<file path="src/design/wdce_pkg.sv">
// ----------------------------------------------------------------------------
// wdce_pkg: shared types and constants of the Winternitz digit encoder
// Holds the configuration record, the job record passed from the front to
// the back, register indexes and reset values.
// ----------------------------------------------------------------------------
package wdce_pkg;

	// Digest bytes per message saturate at this count.
	localparam int MAX_HASH_BYTES = 32;

	// Register indexes on the configuration port (byte address 4*index).
	localparam logic [1:0] REG_DIGIT_WIDTH_LOG = 2'd0;
	localparam logic [1:0] REG_HASH_BYTES      = 2'd1;
	localparam logic [1:0] REG_CHECKSUM_SHIFT  = 2'd2;
	localparam logic [1:0] REG_DIGIT_COUNT     = 2'd3;

	localparam logic [1:0] RST_DIGIT_WIDTH_LOG = 2'd3;
	localparam logic [5:0] RST_HASH_BYTES      = 6'd24;
	localparam logic [3:0] RST_CHECKSUM_SHIFT  = 4'd0;
	localparam logic [8:0] RST_DIGIT_COUNT     = 9'd26;

	typedef struct packed {
		logic [1:0] digit_width_log;
		logic [5:0] hash_bytes;
		logic [3:0] checksum_shift;
		logic [8:0] digit_count;
	} cfg_t;

	// One digest byte, plus the message checksum when the byte ends a message.
	typedef struct packed {
		logic [7:0]  hash_byte;
		logic        msg_end;
		logic [15:0] checksum;
	} job_t;

endpackage

</file>
<file path="src/design/wdce_front.sv">
// ----------------------------------------------------------------------------
// wdce_front: byte intake and checksum accumulation
// Takes one byte per cycle unless the queue is full, adds its digit complements
// to the running sum, finds the message end, forms the job's shifted checksum.
// ----------------------------------------------------------------------------
module wdce_front (
	input  logic             clk,
	input  logic             arst_n,
	input  wdce_pkg::cfg_t   cfg,
	input  logic             push,
	input  logic             full,
	input  logic [7:0]       hash_byte,
	output logic             job_push,
	output wdce_pkg::job_t   job
);

	localparam logic [6:0] MAX_HB = 7'(wdce_pkg::MAX_HASH_BYTES);

	logic [5:0]  byte_counter_q;
	logic [15:0] checksum_sum_q;
	logic [7:0]  nb;
	logic [7:0]  inc;
	logic [5:0]  bc_next;
	logic [6:0]  n_bytes;
	logic [15:0] sum_next;
	logic        msg_end;

	assign job_push = push && !full;
	assign nb       = ~hash_byte;

	// The largest digit minus d equals the bitwise complement of d within its w bits.
	always_comb begin
		inc = 8'd0;
		case (cfg.digit_width_log)
			2'd0: begin
				for (int i = 0; i < 8; i++) begin
					inc = inc + {7'd0, nb[i]};
				end
			end
			2'd1: inc = {6'd0, nb[7:6]} + {6'd0, nb[5:4]} + {6'd0, nb[3:2]} + {6'd0, nb[1:0]};
			2'd2: inc = {4'd0, nb[7:4]} + {4'd0, nb[3:0]};
			default: inc = nb;
		endcase
	end

	always_comb begin
		if (cfg.hash_bytes == 6'd0) begin
			n_bytes = 7'd1;
		end else if ({1'b0, cfg.hash_bytes} > MAX_HB) begin
			n_bytes = MAX_HB;
		end else begin
			n_bytes = {1'b0, cfg.hash_bytes};
		end
	end

	assign bc_next  = byte_counter_q + 6'd1;
	assign sum_next = checksum_sum_q + {8'd0, inc};
	assign msg_end  = ({1'b0, bc_next} >= n_bytes) || (bc_next == 6'd0);

	always_comb begin
		job.hash_byte = hash_byte;
		job.msg_end   = msg_end;
		job.checksum  = sum_next << cfg.checksum_shift;
	end

	always_ff @(posedge clk or negedge arst_n) begin
		if (!arst_n) begin
			byte_counter_q <= 6'd0;
			checksum_sum_q <= 16'd0;
		end else if (job_push) begin
			if (msg_end) begin
				byte_counter_q <= 6'd0;
				checksum_sum_q <= 16'd0;
			end else begin
				byte_counter_q <= bc_next;
				checksum_sum_q <= sum_next;
			end
		end
	end

endmodule

</file>
<file path="src/design/wdce_fifo.sv">
// ----------------------------------------------------------------------------
// wdce_fifo: job queue between front and back
// A small first-in first-out store of jobs with a fill count.
// ----------------------------------------------------------------------------
module wdce_fifo #(
	parameter int DEPTH = 2
) (
	input  logic             clk,
	input  logic             arst_n,
	input  logic             wr_en,
	input  wdce_pkg::job_t   wr_data,
	input  logic             rd_en,
	output wdce_pkg::job_t   rd_data,
	output logic             full,
	output logic             not_empty
);

	localparam int PTR_W = (DEPTH > 1) ? $clog2(DEPTH) : 1;
	localparam int CNT_W = $clog2(DEPTH + 1);
	localparam logic [PTR_W-1:0] LAST_PTR = PTR_W'(DEPTH - 1);
	localparam logic [CNT_W-1:0] FULL_CNT = CNT_W'(DEPTH);

	wdce_pkg::job_t   mem_q [DEPTH];
	logic [PTR_W-1:0] wr_ptr_q;
	logic [PTR_W-1:0] rd_ptr_q;
	logic [CNT_W-1:0] count_q;

	assign full      = (count_q == FULL_CNT);
	assign not_empty = (count_q != '0);
	assign rd_data   = mem_q[rd_ptr_q];

	always_ff @(posedge clk) begin
		if (wr_en) begin
			mem_q[wr_ptr_q] <= wr_data;
		end
	end

	always_ff @(posedge clk or negedge arst_n) begin
		if (!arst_n) begin
			wr_ptr_q <= '0;
			rd_ptr_q <= '0;
			count_q  <= '0;
		end else begin
			if (wr_en) begin
				wr_ptr_q <= (wr_ptr_q == LAST_PTR) ? '0 : wr_ptr_q + PTR_W'(1);
			end
			if (rd_en) begin
				rd_ptr_q <= (rd_ptr_q == LAST_PTR) ? '0 : rd_ptr_q + PTR_W'(1);
			end
			if (wr_en && !rd_en) begin
				count_q <= count_q + CNT_W'(1);
			end else if (rd_en && !wr_en) begin
				count_q <= count_q - CNT_W'(1);
			end
		end
	end

endmodule

</file>
<file path="src/design/wdce_back.sv">
// ----------------------------------------------------------------------------
// wdce_back: digit serializer
// Cuts each job into digits, most significant first, one per cycle while the
// output register is free, counts message digits and holds the oldest result.
// ----------------------------------------------------------------------------
module wdce_back (
	input  logic             clk,
	input  logic             arst_n,
	input  wdce_pkg::cfg_t   cfg,
	input  logic             job_valid,
	input  wdce_pkg::job_t   job,
	output logic             job_take,
	input  logic             pop,
	output logic             empty,
	output logic [7:0]       digit,
	output logic [8:0]       digit_index,
	output logic             last_digit
);

	logic        busy_q;
	logic [23:0] shreg_q;
	logic [4:0]  step_q;
	logic [4:0]  nsteps_q;
	logic        msg_end_q;
	logic [8:0]  digit_counter_q;
	logic        out_valid_q;
	logic [7:0]  digit_q;
	logic [8:0]  index_q;
	logic        last_q;

	logic [7:0]  cur_digit;
	logic [23:0] shreg_next;
	logic        last_step;
	logic        emit;
	logic        flag_last;
	logic        out_free;
	logic        adv;
	logic [4:0]  per_byte;
	logic [4:0]  per_cks;

	assign empty       = !out_valid_q;
	assign digit       = digit_q;
	assign digit_index = index_q;
	assign last_digit  = last_q;

	always_comb begin
		case (cfg.digit_width_log)
			2'd0: begin
				cur_digit  = {7'd0, shreg_q[23]};
				shreg_next = shreg_q << 1;
			end
			2'd1: begin
				cur_digit  = {6'd0, shreg_q[23:22]};
				shreg_next = shreg_q << 2;
			end
			2'd2: begin
				cur_digit  = {4'd0, shreg_q[23:20]};
				shreg_next = shreg_q << 4;
			end
			default: begin
				cur_digit  = shreg_q[23:16];
				shreg_next = shreg_q << 8;
			end
		endcase
	end

	assign per_byte  = 5'd8 >> cfg.digit_width_log;
	assign per_cks   = 5'd16 >> cfg.digit_width_log;
	assign last_step = (step_q == nsteps_q - 5'd1);
	assign emit      = digit_counter_q < cfg.digit_count;
	// The end flag marks index digit_count-1 and a message's last checksum digit.
	assign flag_last = ({1'b0, digit_counter_q} + 10'd1 == {1'b0, cfg.digit_count})
		|| (msg_end_q && last_step);
	assign out_free  = !out_valid_q || pop;
	assign adv       = busy_q && (!emit || out_free);
	assign job_take  = job_valid && (!busy_q || (adv && last_step));

	always_ff @(posedge clk) begin
		if (job_take) begin
			shreg_q   <= {job.hash_byte, job.checksum};
			msg_end_q <= job.msg_end;
			nsteps_q  <= per_byte + (job.msg_end ? per_cks : 5'd0);
		end else if (adv) begin
			shreg_q <= shreg_next;
		end
		if (adv && emit) begin
			digit_q <= cur_digit;
			index_q <= digit_counter_q;
			last_q  <= flag_last;
		end
	end

	always_ff @(posedge clk or negedge arst_n) begin
		if (!arst_n) begin
			busy_q          <= 1'b0;
			step_q          <= 5'd0;
			digit_counter_q <= 9'd0;
			out_valid_q     <= 1'b0;
		end else begin
			if (job_take) begin
				busy_q <= 1'b1;
				step_q <= 5'd0;
			end else if (adv) begin
				if (last_step) begin
					busy_q <= 1'b0;
				end
				step_q <= step_q + 5'd1;
			end
			if (adv) begin
				if (last_step && msg_end_q) begin
					digit_counter_q <= 9'd0;
				end else if (emit) begin
					digit_counter_q <= digit_counter_q + 9'd1;
				end
			end
			if (adv && emit) begin
				out_valid_q <= 1'b1;
			end else if (pop) begin
				out_valid_q <= 1'b0;
			end
		end
	end

endmodule

</file>
<file path="src/design/winternitz_digit_checksum_encoder_top.sv">
// ----------------------------------------------------------------------------
// winternitz_digit_checksum_encoder_top: Winternitz digit and checksum encoder
// Splits digest bytes into w-bit digits and appends the 16-bit checksum
// digits at each message end, flagging the final digit.
// ----------------------------------------------------------------------------
//  Channel   Handshake           Payload
//  input     push / full         hash_byte[7:0]
//  result    empty / pop         digit[7:0], digit_index[8:0], last_digit
//  config    psel/penable/pwrite paddr[3:0], pwdata[31:0], prdata[31:0]
//
//  The front takes one byte per cycle while the job queue has room.
//  The back emits one digit per cycle while the output register is free: a
//  byte gives 8/w digits (at least one), and the byte that ends a message
//  gives 16/w more for the checksum. Digits beyond the digit count still take a step.
//  Reset clears counters, queue and output register; results stall in place.
// ----------------------------------------------------------------------------
module winternitz_digit_checksum_encoder_top #(
	parameter int JOB_DEPTH = 2
) (
	input  logic        clk,
	input  logic        arst_n,
	input  logic        push,
	output logic        full,
	input  logic [7:0]  hash_byte,
	output logic        empty,
	input  logic        pop,
	output logic [7:0]  digit,
	output logic [8:0]  digit_index,
	output logic        last_digit,
	input  logic        psel,
	input  logic        penable,
	input  logic        pwrite,
	input  logic [3:0]  paddr,
	input  logic [31:0] pwdata,
	output logic [31:0] prdata,
	output logic        pready
);

	wdce_pkg::cfg_t cfg_q;
	wdce_pkg::job_t front_job;
	wdce_pkg::job_t back_job;
	logic           job_push;
	logic           job_take;
	logic           job_valid;
	logic           cfg_wr;

	assign pready = 1'b1;
	assign cfg_wr = psel && penable && pwrite && pready;

	always_ff @(posedge clk or negedge arst_n) begin
		if (!arst_n) begin
			cfg_q.digit_width_log <= wdce_pkg::RST_DIGIT_WIDTH_LOG;
			cfg_q.hash_bytes      <= wdce_pkg::RST_HASH_BYTES;
			cfg_q.checksum_shift  <= wdce_pkg::RST_CHECKSUM_SHIFT;
			cfg_q.digit_count     <= wdce_pkg::RST_DIGIT_COUNT;
		end else if (cfg_wr) begin
			case (paddr[3:2])
				wdce_pkg::REG_DIGIT_WIDTH_LOG: cfg_q.digit_width_log <= pwdata[1:0];
				wdce_pkg::REG_HASH_BYTES:      cfg_q.hash_bytes      <= pwdata[5:0];
				wdce_pkg::REG_CHECKSUM_SHIFT:  cfg_q.checksum_shift  <= pwdata[3:0];
				wdce_pkg::REG_DIGIT_COUNT:     cfg_q.digit_count     <= pwdata[8:0];
				default: ;
			endcase
		end
	end

	always_comb begin
		case (paddr[3:2])
			wdce_pkg::REG_DIGIT_WIDTH_LOG: prdata = {30'd0, cfg_q.digit_width_log};
			wdce_pkg::REG_HASH_BYTES:      prdata = {26'd0, cfg_q.hash_bytes};
			wdce_pkg::REG_CHECKSUM_SHIFT:  prdata = {28'd0, cfg_q.checksum_shift};
			wdce_pkg::REG_DIGIT_COUNT:     prdata = {23'd0, cfg_q.digit_count};
			default:                       prdata = 32'd0;
		endcase
	end

	wdce_front u_front (
		.clk       (clk),
		.arst_n    (arst_n),
		.cfg       (cfg_q),
		.push      (push),
		.full      (full),
		.hash_byte (hash_byte),
		.job_push  (job_push),
		.job       (front_job)
	);

	wdce_fifo #(
		.DEPTH (JOB_DEPTH)
	) u_fifo (
		.clk       (clk),
		.arst_n    (arst_n),
		.wr_en     (job_push),
		.wr_data   (front_job),
		.rd_en     (job_take),
		.rd_data   (back_job),
		.full      (full),
		.not_empty (job_valid)
	);

	wdce_back u_back (
		.clk         (clk),
		.arst_n      (arst_n),
		.cfg         (cfg_q),
		.job_valid   (job_valid),
		.job         (back_job),
		.job_take    (job_take),
		.pop         (pop),
		.empty       (empty),
		.digit       (digit),
		.digit_index (digit_index),
		.last_digit  (last_digit)
	);

endmodule

</file>
<file path="config.mk">
export PLATFORM = sky130hd
export DESIGN_NAME = winternitz_digit_checksum_encoder_top
export DESIGN_NICKNAME = d
export VERILOG_FILES = /design/src/design/wdce_pkg.sv /design/src/design/wdce_front.sv /design/src/design/wdce_fifo.sv /design/src/design/wdce_back.sv /design/src/design/winternitz_digit_checksum_encoder_top.sv
export SDC_FILE = /design/constraint.sdc
export NUM_CORES = 1
export LEC_CHECK = 0
export BUFFER_PORTS_ARGS = -buffer_cell sky130_fd_sc_hd__buf_2
export CAP_MARGIN = 20
export CORE_ASPECT_RATIO = 1.2
export CORE_MARGIN = 2
export CORE_UTILIZATION = 25
export CTS_CLUSTER_DIAMETER = 50
export DETAILED_ROUTE_END_ITERATION = 7
export HOLD_SLACK_MARGIN = 0.15
export SKIP_CTS_REPAIR_TIMING = 1
export SYNTH_ARGS = -nofsm -noshare
export SYNTH_HDL_FRONTEND = slang
export SYNTH_SLANG_ARGS = --single-unit
</file>
<file path="constraint.sdc">
create_clock -name clk -period 3.78 [get_ports clk]
set_input_delay 0.567 -clock clk [delete_from_list [all_inputs] [get_ports clk]]
set_output_delay 0.567 -clock clk [all_outputs]
set_load 0.005 [all_outputs]
</file>
==> results by group <==
Logic synthesis
  – Yosys top cell by area: edfxtp_1
  – Synth top area share: 30.0%
  – Post-Syn Area: 0.00982 sq mm
  – Netlist cell types: 74
  – EDFF count, synth: 98
  – YS warnings: 0
  – Avg Cell Area, Syn: 11.0 sq um
  – Gate Count Post-Synth: 894
  – Main synth FF type: edfxtp_1
  – #FFs+latches synth: 161
  – Area contributors post-synth: edfxtp_1, dfrtp_1, ha_1, mux4_2, mux2i_1
  – Ys async rst share: 39.1%
  – Register area share after synthesis: 46.1%

Clock tree
  – Skew-Pair Late Insertion Delay: 0.43 ns
  – CTS sink count: 161
  – Clock Tree Buf Depth: 2
  – Clock transition at path regs: 0.07 ns
  – Inserted Clock Buffers: 17
  – CTS tree: done
  – Clk root buf: clkbuf_16
  – H-Tree Depth: 4

Setup path
  – Setup CP Type: input port to flip-flop
  – Flop-to-flop setup slack: 0.24 ns
  – Reg-to-Reg Start: cfg_q[19]$_DFFE_PN1P_
  – R2r worst-path depth: 11
  – WP data arrival: 5.23 ns
  – Critical path launch point type: input port
  – Reg2reg end: u_fifo.mem_q[1][11]$_DFFE_PP_
  – CP required: 3.96 ns
  – Critical Path End Type: flip-flop
  – Crit-path max FO: 3

Timing
  – Minimum clock period: 5.05 ns
  – Worst-Margin Slew: 0.793 ns
  – Final hold slack: 0.215 ns
  – Setup TNS: -38.53 ns
  – Final setup margin: -1.27 ns
  – Final Setup Violations: 44
  – Fin crit share: 134%
  – RSZ-0062 raised after global routing: true
  – Worst relative slew slack: 47.1%
  – Hold Violations, Final: 0
  – Max Fclk: 198 MHz
  – Worst Skew: 0.0128 ns
  – Slew Viols, Final: 0

Global route
  – Gr ovfl total: 0
  – First-pass GRT wire length: 36300 microns
  – Number of global-route vias before repair: 7048
  – Initial antenna violation count: 0
  – Largest net degree at the start of global routing: 43
  – Total GRT Usage: 11.1%

Place
  – Placed Area: 0.0111 sq mm
  – GP Congestion: 0.831
  – IO buf count: 54
  – DP Worst Slack: -1.72 ns
  – Post-DP HPWL: 16600 microns

Routing
  – Met3 wire length: 499 microns
  – DR DRC count: 0
  – Highest Signal Layer: met4
  – Routed Antenna Nets: 0
  – Total Wirelength: 22300 microns
  – Post-DR vias/cell: 4.49
  – Routed len/inst: 14.5 microns
  – Met2 WL post-DR: 12100 microns
  – Starting DRC count in detailed routing: 365
  – Vias: 6906
  – TritonRoute pass-1 iters: 5
  – Metal1 wirelength: 9320 microns

Floorplanning
  – Core area: 0.0387 sq mm
  – Die Y: 221 microns
  – Io pins: 104
  – Initial Utilization: 25.4%
  – Die width: 185 microns
  – Die area: 0.0409 sq mm
  – Num rows: 79

Cells and area
  – Layout fillers: 3984
  – Design area: 0.0120 sq mm
  – Post-layout util: 31.1%
  – Share of cells above drive strength 1: 29.2%
  – Ant diodes: 0
  – NumNets Final: 1100
  – Area delta synth->final: 22.5%

Power
  – PwrDens: 714 mW/mm^2
  – Peak supply drop: 380 uV
  – Lkg Pwr: 0.00500 uW

Run status
  – Failing checks: negative setup slack
  – Outcome: complete, but fails checks

Job
  – Max-cap violations: 0

Min path
  – Worst hold path class: input port to asynchronous set/reset pin
cells in the mapped netlist (12+ instances only):
cell type,count
a21o_1,16
a21oi_1,26
a21oi_2,16
buf_4,25
clkbuf_1,29
dfrtp_1,56
edfxtp_1,98
ha_1,40
inv_1,43
mux2_2,18
mux2i_1,46
mux4_2,21
nand2_1,81
nand3_1,12
nor2_1,80
nor3_1,21
o21ai_0,46
xnor2_1,23
xor2_1,25
cells by family (layout without fill, tap and decap cells):
group | after synthesis | after routing | share of synthesized area, %
simple gates | 249 | 249 | 11.7
compound gates | 186 | 186 | 13.1
flops | 161 | 161 | 46.1
buf+inv | 111 | 206 | 5.63
mux | 85 | 85 | 11.6
fa+ha+maj | 51 | 51 | 7.34
xor+xnor | 49 | 49 | 4.45
other cells | 2 | 24 | 0.0765
placed cells by master, fill, tap and decap left out, types with 12 or more instances in the layout:
cell,n
edfxtp_1,98
dfrtp_1,56
ha_1,38
nand3_1,12
nand2_1,80
conb_1,24
xor2_1,20
mux2_2,15
a21oi_2,18
buf_2,52
nor2_1,73
clkbuf_16,17
mux4_2,21
a21o_1,16
nor3_1,19
mux2i_1,42
xnor2_1,21
o21ai_0,35
a21oi_1,21
inv_1,39
buf_4,69
per-layer routing:
layer,vias to the layer above,global-route usage [%]
li1,3391,-
met1,3389,13.0
met2,101,20.3
met3,25,1.84
met4,0,3.48
met5,-,0
worst max-delay path by stage:
stage | to | cells past startpoint | slack, ns | from
finish | u_fifo.mem_q[1][11]$_DFFE_PP_ | 19 | -1.27 | hash_byte[1]
global route | u_fifo.mem_q[0][9]$_DFFE_PP_ | 18 | -1.43 | hash_byte[1]
CTS | u_fifo.mem_q[1][11]$_DFFE_PP_ | 19 | -1.24 | hash_byte[0]
detailed placement | u_fifo.mem_q[1][11]$_DFFE_PP_ | 19 | -1.72 | hash_byte[0]
global placement | u_fifo.mem_q[0][15]$_DFFE_PP_ | 19 | -1.63 | hash_byte[0]
floorplan | u_fifo.mem_q[0][9]$_DFFE_PP_ | 17 | -1.31 | hash_byte[1]
metrics by stage:
stage | instances | total power (uW)
5_1_grt | 1537 | 9170
6_report | 1537 | 8590
3_5_place_dp | 1498 | 6530
3_3_place_gp | 1498 | 6460
2_1_floorplan | 916 | 5420
4_1_cts | 1530 | 8320
worst max-delay path, stage by stage:
cell	delay, ns
buf_8	0.08
clkinvlp_4	0.09
ha_4	0.25
fa_1	0.50
fa_1	0.55
fa_2	0.22
inv_2	0.04
fa_1	0.47
inv_1	0.04
mux4_2	0.50
ha_4	0.27
a211oi_4	0.32
o21ai_2	0.12
o31a_1	0.29
xor2_2	0.18
o21a_1	0.21
mux2i_2	0.22
o21ai_1	0.10
a31o_1	0.21
power breakdown:
| part | total (uW) | internal, uW | leakage (uW) | switching, uW |
|---|---|---|---|---|
| combinational | 3760 | 1740 | 0.00297 | 2030 |
| clock | 1770 | 997 | 0.000287 | 768 |
| sequential | 3060 | 2630 | 0.00174 | 434 |
area by class of cell:
class                      count  area, sq um  share of cell area [%]
timing repair buffer         127          858                    7.13
multi-input combinational    644         5200                    43.2
tap                          526          658                    5.47
inverter                      47          189                    1.57
clock inverter                14          170                    1.41
sequential                   161         4530                    37.6
clock buffer                  18          429                    3.57
sequential cells by signal, summed over array words and instances (netlist names):
name                    flops
u_back.digit_index          9
u_back.out_valid_q          1
cfg_q                      21
u_back.nsteps_q             5
u_back.digit                8
u_back.step_q               5
u_back.digit_counter_q      9
u_fifo.mem_q               50
u_front.byte_counter_q      6
u_front.checksum_sum_q     16
u_fifo.rd_ptr_q             1
u_fifo.wr_ptr_q             1
u_back.msg_end_q            1
u_fifo.count_q              2
u_back.busy_q               1
u_back.shreg_q             24
u_back.last_digit           1
(Power assumes the default switching activity.)
